`src/rtl/clb_pkg.sv`:
```
// Package with the constants, types and request codes of the line-edit buffer.
package clb_pkg;

    localparam int CAPACITY = 64;
    localparam int IDX_W    = $clog2(CAPACITY);
    localparam int CNT_W    = $clog2(CAPACITY + 1);
    localparam int REQ_W    = 3;
    localparam int CHAR_W   = 8;

    typedef enum logic [REQ_W-1:0] {
        REQ_LEFT   = 3'd0,
        REQ_RIGHT  = 3'd1,
        REQ_BACK   = 3'd2,
        REQ_INSERT = 3'd3,
        REQ_DUMP   = 3'd4
    } t_req;

    typedef enum logic [1:0] {
        OP_HOLD,
        OP_INS,
        OP_SHL
    } t_cell_op;

    typedef struct packed {
        t_cell_op          op;
        logic [IDX_W-1:0]  pos;
        logic              wrap_en;
        logic [IDX_W-1:0]  wrap_pos;
        logic [CHAR_W-1:0] data;
    } t_cell_ctl;

    typedef enum logic {
        ST_IDLE,
        ST_DUMP
    } t_state;

endpackage

```
`src/rtl/clb_if.sv`:
```
// Handshake interfaces for request words and result words.
interface clb_in_if;
    logic                         valid;
    logic                         ready;
    logic [clb_pkg::REQ_W-1:0]    req_type;
    logic [clb_pkg::CHAR_W-1:0]   char_in;

    modport source (output valid, output req_type, output char_in, input ready);
    modport sink (input valid, input req_type, input char_in, output ready);
endinterface

interface clb_out_if;
    logic                         valid;
    logic                         ready;
    logic [clb_pkg::CHAR_W-1:0]   char_out;
    logic                         last;
    logic                         empty_res;
    logic                         overflowed;

    modport source (output valid, output char_out, output last, output empty_res,
                    output overflowed, input ready);
    modport sink (input valid, input char_out, input last, input empty_res,
                  input overflowed, output ready);
endinterface

```
`src/rtl/cursor_line_edit_buffer_core.sv`:
```
// Top level of the line-edit buffer: request sequencer and the chain of text cells.
//
// Requests arrive as words on i_req (req_type, char_in) and results leave as words
// on o_res (char_out, last, empty_res, overflowed), both valid/ready handshakes.
// The text is held in a row of byte cells in text order; the cursor is a count.
// Cursor moves, backspace and insert give no result word.
// An insert into a full buffer is dropped and sets the sticky overflow flag.
// A dump emits one word per character, with the chain rotating one cell toward
// the front per emitted word; an empty buffer gives a single word with empty_res
// and last set. The text is unchanged after a dump, since the rotation closes the
// ring exactly once.
// Words reach o_res through an output register, so edits are accepted while a
// result word still waits. While a dump is in progress i_req is not ready, and
// when o_res stalls the rotation simply pauses.
// After reset the buffer is empty, the cursor is at the start and the overflow
// flag is clear; the cell contents need no reset.
module cursor_line_edit_buffer_core (
    input  logic      i_clk,
    input  logic      i_rst_n,
    clb_in_if.sink    i_req,
    clb_out_if.source o_res
);

    logic [clb_pkg::CNT_W-1:0]  r_before;
    logic [clb_pkg::CNT_W-1:0]  n_before;
    logic [clb_pkg::CNT_W-1:0]  r_total;
    logic [clb_pkg::CNT_W-1:0]  n_total;
    logic [clb_pkg::CNT_W-1:0]  r_cnt;
    logic [clb_pkg::CNT_W-1:0]  n_cnt;
    logic                       r_ovf;
    logic                       n_ovf;
    clb_pkg::t_state            r_state;
    clb_pkg::t_state            n_state;

    logic                        r_out_valid;
    logic                        n_out_valid;
    logic [clb_pkg::CHAR_W-1:0]  r_out_char;
    logic [clb_pkg::CHAR_W-1:0]  n_out_char;
    logic                        r_out_last;
    logic                        n_out_last;
    logic                        r_out_empty;
    logic                        n_out_empty;
    logic                        r_out_ovf;
    logic                        n_out_ovf;

    clb_pkg::t_cell_ctl          w_ctl;
    logic                        w_accept;
    logic                        w_load;
    logic                        w_is_last;
    logic [clb_pkg::CNT_W-1:0]   w_cnt_inc;
    logic [clb_pkg::CNT_W-1:0]   w_total_dec;
    logic [clb_pkg::CNT_W-1:0]   w_before_dec;
    logic [clb_pkg::CHAR_W-1:0]  w_cell  [clb_pkg::CAPACITY];
    logic [clb_pkg::CHAR_W-1:0]  w_left  [clb_pkg::CAPACITY];
    logic [clb_pkg::CHAR_W-1:0]  w_right [clb_pkg::CAPACITY];

    function automatic logic [clb_pkg::CNT_W-1:0] w_cnt_inc_before(
        input logic [clb_pkg::CNT_W-1:0] i_val
    );
        return i_val + 1'b1;
    endfunction

    assign i_req.ready = (r_state == clb_pkg::ST_IDLE);
    assign w_accept    = i_req.valid && i_req.ready;
    assign w_load      = (r_state == clb_pkg::ST_DUMP) && (!r_out_valid || o_res.ready);
    assign w_cnt_inc    = r_cnt + 1'b1;
    assign w_total_dec  = r_total - 1'b1;
    assign w_before_dec = r_before - 1'b1;
    assign w_is_last    = (r_total == '0) || (w_cnt_inc == r_total);

    always_comb begin
        n_before    = r_before;
        n_total     = r_total;
        n_cnt       = r_cnt;
        n_ovf       = r_ovf;
        n_state     = r_state;
        n_out_valid = r_out_valid && !o_res.ready;
        n_out_char  = r_out_char;
        n_out_last  = r_out_last;
        n_out_empty = r_out_empty;
        n_out_ovf   = r_out_ovf;
        w_ctl.op       = clb_pkg::OP_HOLD;
        w_ctl.pos      = '0;
        w_ctl.wrap_en  = 1'b0;
        w_ctl.wrap_pos = '0;
        w_ctl.data     = i_req.char_in;

        unique case (r_state)
            clb_pkg::ST_IDLE: begin
                if (w_accept) begin
                    unique case (i_req.req_type)
                        clb_pkg::REQ_LEFT: begin
                            if (r_before != '0) begin
                                n_before = w_before_dec;
                            end
                        end
                        clb_pkg::REQ_RIGHT: begin
                            if (r_before < r_total) begin
                                n_before = w_cnt_inc_before(r_before);
                            end
                        end
                        clb_pkg::REQ_BACK: begin
                            if (r_before != '0) begin
                                w_ctl.op  = clb_pkg::OP_SHL;
                                w_ctl.pos = w_before_dec[clb_pkg::IDX_W-1:0];
                                n_before  = w_before_dec;
                                n_total   = w_total_dec;
                            end
                        end
                        clb_pkg::REQ_INSERT: begin
                            if (r_total < clb_pkg::CNT_W'(clb_pkg::CAPACITY)) begin
                                w_ctl.op  = clb_pkg::OP_INS;
                                w_ctl.pos = r_before[clb_pkg::IDX_W-1:0];
                                n_before  = w_cnt_inc_before(r_before);
                                n_total   = r_total + 1'b1;
                            end else begin
                                n_ovf = 1'b1;
                            end
                        end
                        clb_pkg::REQ_DUMP: begin
                            n_cnt   = '0;
                            n_state = clb_pkg::ST_DUMP;
                        end
                        default: begin
                            n_state = clb_pkg::ST_IDLE;
                        end
                    endcase
                end
            end
            clb_pkg::ST_DUMP: begin
                if (w_load) begin
                    n_out_valid = 1'b1;
                    n_out_last  = w_is_last;
                    n_out_empty = (r_total == '0);
                    n_out_char  = (r_total == '0) ? '0 : w_cell[0];
                    n_out_ovf   = r_ovf;
                    n_cnt       = w_cnt_inc;
                    if (r_total != '0) begin
                        w_ctl.op       = clb_pkg::OP_SHL;
                        w_ctl.pos      = '0;
                        w_ctl.wrap_en  = 1'b1;
                        w_ctl.wrap_pos = w_total_dec[clb_pkg::IDX_W-1:0];
                    end
                    if (w_is_last) begin
                        n_state = clb_pkg::ST_IDLE;
                    end
                end
            end
            default: begin
                n_state = clb_pkg::ST_IDLE;
            end
        endcase
    end

    always_ff @(posedge i_clk) begin
        if (!i_rst_n) begin
            r_state     <= clb_pkg::ST_IDLE;
            r_before    <= '0;
            r_total     <= '0;
            r_cnt       <= '0;
            r_ovf       <= 1'b0;
            r_out_valid <= 1'b0;
        end else begin
            r_state     <= n_state;
            r_before    <= n_before;
            r_total     <= n_total;
            r_cnt       <= n_cnt;
            r_ovf       <= n_ovf;
            r_out_valid <= n_out_valid;
        end
    end

    always_ff @(posedge i_clk) begin
        r_out_char  <= n_out_char;
        r_out_last  <= n_out_last;
        r_out_empty <= n_out_empty;
        r_out_ovf   <= n_out_ovf;
    end

    for (genvar g = 0; g < clb_pkg::CAPACITY; g++) begin : g_cell
        if (g == 0) begin : g_head
            assign w_left[g] = w_cell[g];
        end else begin : g_body
            assign w_left[g] = w_cell[g-1];
        end
        if (g == clb_pkg::CAPACITY - 1) begin : g_tail
            assign w_right[g] = w_cell[0];
        end else begin : g_inner
            assign w_right[g] = w_cell[g+1];
        end

        clb_cell u_cell (
            .i_clk   (i_clk),
            .i_idx   (clb_pkg::IDX_W'(g)),
            .i_ctl   (w_ctl),
            .i_left  (w_left[g]),
            .i_right (w_right[g]),
            .i_first (w_cell[0]),
            .o_data  (w_cell[g])
        );
    end

    assign o_res.valid      = r_out_valid;
    assign o_res.char_out   = r_out_char;
    assign o_res.last       = r_out_last;
    assign o_res.empty_res  = r_out_empty;
    assign o_res.overflowed = r_out_ovf;

    a_cursor_in_text: assert property (@(posedge i_clk) disable iff (!i_rst_n)
        r_before <= r_total)
        else $error("Cursor is past the end of the text.");

    a_total_bounded: assert property (@(posedge i_clk) disable iff (!i_rst_n)
        r_total <= clb_pkg::CNT_W'(clb_pkg::CAPACITY))
        else $error("Text length exceeds the buffer capacity.");

    a_ovf_sticky: assert property (@(posedge i_clk) disable iff (!i_rst_n)
        !$fell(r_ovf))
        else $error("Overflow flag cleared without reset.");

    a_empty_is_last: assert property (@(posedge i_clk) disable iff (!i_rst_n)
        r_out_valid && r_out_empty |-> r_out_last)
        else $error("Empty dump word is not marked last.");

    a_dump_ends: assert property (@(posedge i_clk) disable iff (!i_rst_n)
        w_load && w_is_last |=> (r_state == clb_pkg::ST_IDLE) && r_out_valid)
        else $error("Dump did not finish after its last word.");

endmodule

```
`src/rtl/clb_cell.sv`:
```
// One character cell of the text chain, trading its byte with its neighbors.
module clb_cell (
    input  logic                          i_clk,
    input  logic [clb_pkg::IDX_W-1:0]     i_idx,
    input  clb_pkg::t_cell_ctl            i_ctl,
    input  logic [clb_pkg::CHAR_W-1:0]    i_left,
    input  logic [clb_pkg::CHAR_W-1:0]    i_right,
    input  logic [clb_pkg::CHAR_W-1:0]    i_first,
    output logic [clb_pkg::CHAR_W-1:0]    o_data
);

    logic [clb_pkg::CHAR_W-1:0] r_data;
    logic [clb_pkg::CHAR_W-1:0] n_data;

    always_comb begin
        n_data = r_data;
        unique case (i_ctl.op)
            clb_pkg::OP_INS: begin
                if (i_idx == i_ctl.pos) begin
                    n_data = i_ctl.data;
                end else if (i_idx > i_ctl.pos) begin
                    n_data = i_left;
                end
            end
            clb_pkg::OP_SHL: begin
                if (i_ctl.wrap_en && (i_idx == i_ctl.wrap_pos)) begin
                    n_data = i_first;
                end else if (i_idx >= i_ctl.pos) begin
                    n_data = i_right;
                end
            end
            default: begin
                n_data = r_data;
            end
        endcase
    end

    always_ff @(posedge i_clk) begin
        r_data <= n_data;
    end

    assign o_data = r_data;

endmodule

```
`src/flat_wrapper.sv`:
```
// flat-port wrapper written by rule: the top's interface ports become plain ports
module cursor_line_edit_buffer_core_flat 
  (i_clk, i_rst_n, i_req_valid, i_req_req_type, i_req_char_in, i_req_ready, o_res_valid, o_res_char_out, o_res_last, o_res_empty_res, o_res_overflowed, o_res_ready);
  clb_in_if i_req_i ();
  clb_out_if o_res_i ();
  input  logic i_clk;
  input  logic i_rst_n;
  input wire logic [$bits(i_req_i.valid)-1:0] i_req_valid;
  input wire logic [$bits(i_req_i.req_type)-1:0] i_req_req_type;
  input wire logic [$bits(i_req_i.char_in)-1:0] i_req_char_in;
  output wire logic [$bits(i_req_i.ready)-1:0] i_req_ready;
  output wire logic [$bits(o_res_i.valid)-1:0] o_res_valid;
  output wire logic [$bits(o_res_i.char_out)-1:0] o_res_char_out;
  output wire logic [$bits(o_res_i.last)-1:0] o_res_last;
  output wire logic [$bits(o_res_i.empty_res)-1:0] o_res_empty_res;
  output wire logic [$bits(o_res_i.overflowed)-1:0] o_res_overflowed;
  input wire logic [$bits(o_res_i.ready)-1:0] o_res_ready;
  assign i_req_i.valid = i_req_valid;
  assign i_req_i.req_type = i_req_req_type;
  assign i_req_i.char_in = i_req_char_in;
  assign i_req_ready = i_req_i.ready;
  assign o_res_valid = o_res_i.valid;
  assign o_res_char_out = o_res_i.char_out;
  assign o_res_last = o_res_i.last;
  assign o_res_empty_res = o_res_i.empty_res;
  assign o_res_overflowed = o_res_i.overflowed;
  assign o_res_i.ready = o_res_ready;
  cursor_line_edit_buffer_core u_core (.i_clk(i_clk), .i_rst_n(i_rst_n), .i_req(i_req_i), .o_res(o_res_i));
endmodule
```
`config.mk`:
```
export PLATFORM = sky130hd
export DESIGN_NAME = cursor_line_edit_buffer_core_flat
export DESIGN_NICKNAME = d
export VERILOG_FILES = /design/src/rtl/clb_pkg.sv /design/src/rtl/clb_if.sv /design/src/rtl/cursor_line_edit_buffer_core.sv /design/src/rtl/clb_cell.sv /design/src/flat_wrapper.sv
export SDC_FILE = /design/constraint.sdc
export NUM_CORES = 2
export LEC_CHECK = 0
export BUFFER_PORTS_ARGS = -buffer_cell sky130_fd_sc_hd__buf_4
export CAP_MARGIN = 20
export CELL_PAD_IN_SITES_DETAIL_PLACEMENT = 1
export CELL_PAD_IN_SITES_GLOBAL_PLACEMENT = 1
export CORE_UTILIZATION = 45
export DETAILED_ROUTE_END_ITERATION = 10
export HOLD_SLACK_MARGIN = 0.06
export PLACE_DENSITY = 0.82
export RECOVER_POWER = 100
export SLEW_MARGIN = 40
export SYNTH_ARGS = -nofsm -noshare
export SYNTH_HDL_FRONTEND = slang
export SYNTH_SLANG_ARGS = --single-unit
```
`constraint.sdc`:
```
create_clock -name i_clk -period 4.85 [get_ports i_clk]
set_input_delay 0.485 -clock i_clk [delete_from_list [all_inputs] [get_ports i_clk]]
set_output_delay 0.485 -clock i_clk [all_outputs]
set_load 0.01 [all_outputs]
```
==> flow_summary_export.csv <==
group,metric,value,unit
worst_setup_path,cp-start-kind,"flip-flop",
layout,layout.nets,3121,
worst_setup_path,worstPathRequired,5.23,ns
logic_synthesis,synth.top_cell.area_share,43.5,%
layout,fillers,8278,
grt,track_usage,31.5,%
layout,final_util,49.7,%
timing,skew,0.0137,ns
timing,fin_tns_setup,0,ns
clock_network,root_buffer,"clkbuf_16",
timing,min_period_over_period,98.4,%
placement,dp_slack,0.366,ns
worst_setup_path,critPathMaxFanout,16,
worst_setup_path,cp.arrival,5.15,ns
worst_setup_path,crit_chain,"inv_1, ha_1, nor3b_2, a211oi_1, o22ai_4, clkbuf_1, nand2_1, nor4_1, buf_2, nor3b_1, a221o_1",
logic_synthesis,async_reset_ff_share,0,%
timing,relSlewSlack,7.53,%
power_and_ir_drop,p_per_area,290,nW/um2
logic_synthesis,synth-main-ff-cell,"edfxtp_1",
clock_network,cts_setup_buffers,0,
timing,slew_viol_final,0,
clock_network,clock_latency,0.63,ns
detailed_routing,first_iter_violations,3396,
detailed_routing,wirelength,132,mm
detailed_routing,vias,29229,
clock_network,post_cts_resized,0,
layout,mostFrequentLayoutCells,"mux2i_1, edfxtp_1, a221o_1",
layout,area.growth.synth_to_final,9.03,%
timing,rsz0062_at_grt,"false",
clock_network,cts_tree,"built",
logic_synthesis,syn_nets,3194,
detailed_routing,wl_met3,10.5,mm
detailed_routing,vias_per_cell,6.97,
worst_setup_path,path_class,"flip-flop to flip-flop",
grt,grt_max_degree,139,
logic_synthesis,synth-adder-area-share,0.450,%
layout,final_common_cell,"mux2i_1",
logic_synthesis,synth_xor_xnor_area_share,0.557,%
placement,dp_hpwl,87.3,mm
logic_synthesis,synth.avg_cell_area,11.4,um2
power_and_ir_drop,power_leakage,15.3,nW
logic_synthesis,ys_top_cells_by_area,"edfxtp_1, mux2i_1, mux2_2, a221o_1, nor3b_1",
clock_network,htreeDepth,2,
power_and_ir_drop,ir_drop,0.000309,V
worst_setup_path,critPathBufInv,3,
grt,grt_pass1_wl,197,mm
timing,fmax,0.210,GHz
die,die_width,285,um
timing,fin_ws,0.0791,ns
die,ioPinCount,28,
grt,gr-total-overflow,0,
placement,gp_congestion,1.03,
die,start_util,45.6,%
grt,antenna_found_initial,3,
hold_path,hold_path_class,"input port to flip-flop",
logic_synthesis,yosysSeqAreaShare,44.8,%
grt,grt_pass1_vias,30263,
detailed_routing,postRouteAntennaNets,0,
timing,setup_viol,0,
worst_setup_path,crit_slowest_cell,"nor4_1",
die,die_y,285,um
logic_synthesis,synth_seq_cells,547,
detailed_routing,firstDrtPassIters,6,
detailed_routing,wl_met2,62.2,mm
worst_setup_path,cp_top_family,"simple AND/OR/NAND/NOR gates",
clock_network,cts_sinks,547,
clock_network,cts.reportedPaths.clkPinSlew,0.06,ns
logic_synthesis,synthMuxAreaShare,26.0,%
timing,worst_pin_slew,1.38,ns
logic_synthesis,synthSimpleGateAreaFrac,11.8,%
timing,hold_viol,0,
timing,fin_crit,4.77,ns
die,core,79300,um2
detailed_routing,wl_per_cell,31.4,um
layout,drive_gt1_share,15.3,%
timing,worst_hold_slack,0.270,ns
worst_setup_path,end_kind,"flip-flop",
clock_network,cts_buffers,60,
flow_run,max-cap-violations,0,
run_status,outcome,"completed",
die,rows,103,
worst_setup_path,slowest_delay,0.63,ns
placement,place.port_buffers,27,
logic_synthesis,synth_top_family_by_area,"multiplexers",
logic_synthesis,synth_area_leader_cell,"edfxtp_1",
logic_synthesis,syn_inst,3166,
logic_synthesis,ys_types,87,
logic_synthesis,ys_warn_count,0,
detailed_routing,routed.top_layer,"met5",
clock_network,clockBufferDepth,3,
logic_synthesis,netlist_area,36100,um2
detailed_routing,wl_met1,52.9,mm
clock_network,cts.hold.buffers_added,0,
detailed_routing,drcViolationCount,0,
logic_synthesis,synth-edff-count,523,
die,die_area,81400,um2
logic_synthesis,synth_compound_area_share,12.5,%
-- cells in the mapped netlist (9+ instances only) --
cell type,n
inv_1,20
nand2_1,142
nor2b_1,12
nor3b_1,167
a221oi_1,38
nand4_1,20
o21ai_0,25
nand3_1,63
o221a_2,9
and2_1,31
and3_1,27
dfxtp_1,24
nor4_4,9
clkbuf_1,264
nor3_2,18
nor2_1,134
a31oi_1,33
mux2i_1,731
ha_1,13
a21oi_1,176
nand2b_1,11
xnor2_1,18
a21o_1,13
o21a_1,12
or3_1,11
buf_1,15
a22oi_1,53
buf_2,45
mux2_2,184
a221o_1,188
nor3_1,25
edfxtp_1,523
-- where the power goes --
| group | switching [mW] | total (mW) | internal, mW |
|---|---|---|---|
| registers | 0.117 | 5.51 | 5.40 |
| clock network | 2.00 | 4.56 | 2.56 |
| logic | 0.910 | 1.36 | 0.446 |
| total | 3.03 | 11.4 | 8.40 |
-- state kept, by name (all words and copies together), names as in the netlist --
name and count:
u_core.g_cell.u_cell.o_data 512, u_core.o_res.char_out 8, u_core.o_res.empty_res 1, u_core.o_res.last 1, u_core.o_res.overflowed 1, u_core.o_res.valid 1
u_core.r_before 7, u_core.r_cnt 7, u_core.r_ovf 1, u_core.r_state 1, u_core.r_total 7
-- worst paths after layout --
kind / startpoint / endpoint / slack [ns] / depth (start not counted)
worst max-delay path: u_core.r_before[1]$_SDFFE_PN0P_ / u_core.g_cell[21].u_cell.o_data[6]$_DFFE_PP_ / 0.08 / 11
worst min-delay path: i_rst_n / u_core.r_before[6]$_SDFFE_PN0P_ / 0.27 / 2
worst max register to register: u_core.r_before[1]$_SDFFE_PN0P_ / u_core.g_cell[21].u_cell.o_data[6]$_DFFE_PP_ / 0.08 / 11
worst min register to register: u_core.r_ovf$_SDFFE_PN0P_ / u_core.o_res.overflowed$_DFFE_PP_ / 0.48 / 0
-- layout make-up --
type                            count  area [um2]  share of cell area (%)
Clock inverter                     33         277                   0.702
Tap cell                         1050        1310                    3.33
Clock buffer                       79        1590                    4.05
Timing Repair Buffer              194        1320                    3.35
Multi-Input combinational cell   2267       18600                    47.2
Sequential cell                   547       16200                    41.1
Antenna cell                        2        5.00                  0.0127
Inverter                           23        87.6                   0.222
-- through the flow --
stage	std cells	power (mW)	instance area (um2)
floorplan	3166	6.40	36100
global placement	4074	6.85	37800
detailed placement	4074	6.93	37900
CTS	4186	11.4	39800
global route	4193	11.7	39400
finish	4195	11.4	39400
-- logic make-up (layout without fill, tap and decap cells) --
kind of cell | Yosys count | in the layout
AOI/OAI and AO/OA | 596 | 596
muxes | 915 | 915
adders and majority gates | 13 | 13
and+or+nand+nor | 720 | 720
buffers and inverters | 352 | 329
xor gates and xnor gates | 23 | 23
DFF | 547 | 547
other | 0 | 2
-- worst reg2reg max path: cells and delay by family, from the launching register on --
kind | cells | cell delay, ns
flip-flops | 1 | 0.42
AND/OR/NAND/NOR | 4 | 1.63
adder cells (fa/ha/maj) | 1 | 0.32
buffers and inverters | 3 | 1.11
AO/OA/AOI/OAI | 3 | 1.04
-- layer usage --
layer | up-vias | track usage (%)
li1 | 12255 | -
met1 | 15006 | 40.6
met2 | 1554 | 51.5
met3 | 412 | 5.67
met4 | 2 | 14.4
met5 | - | 0
No activity file was read; power rests on OpenSTA's default activity.
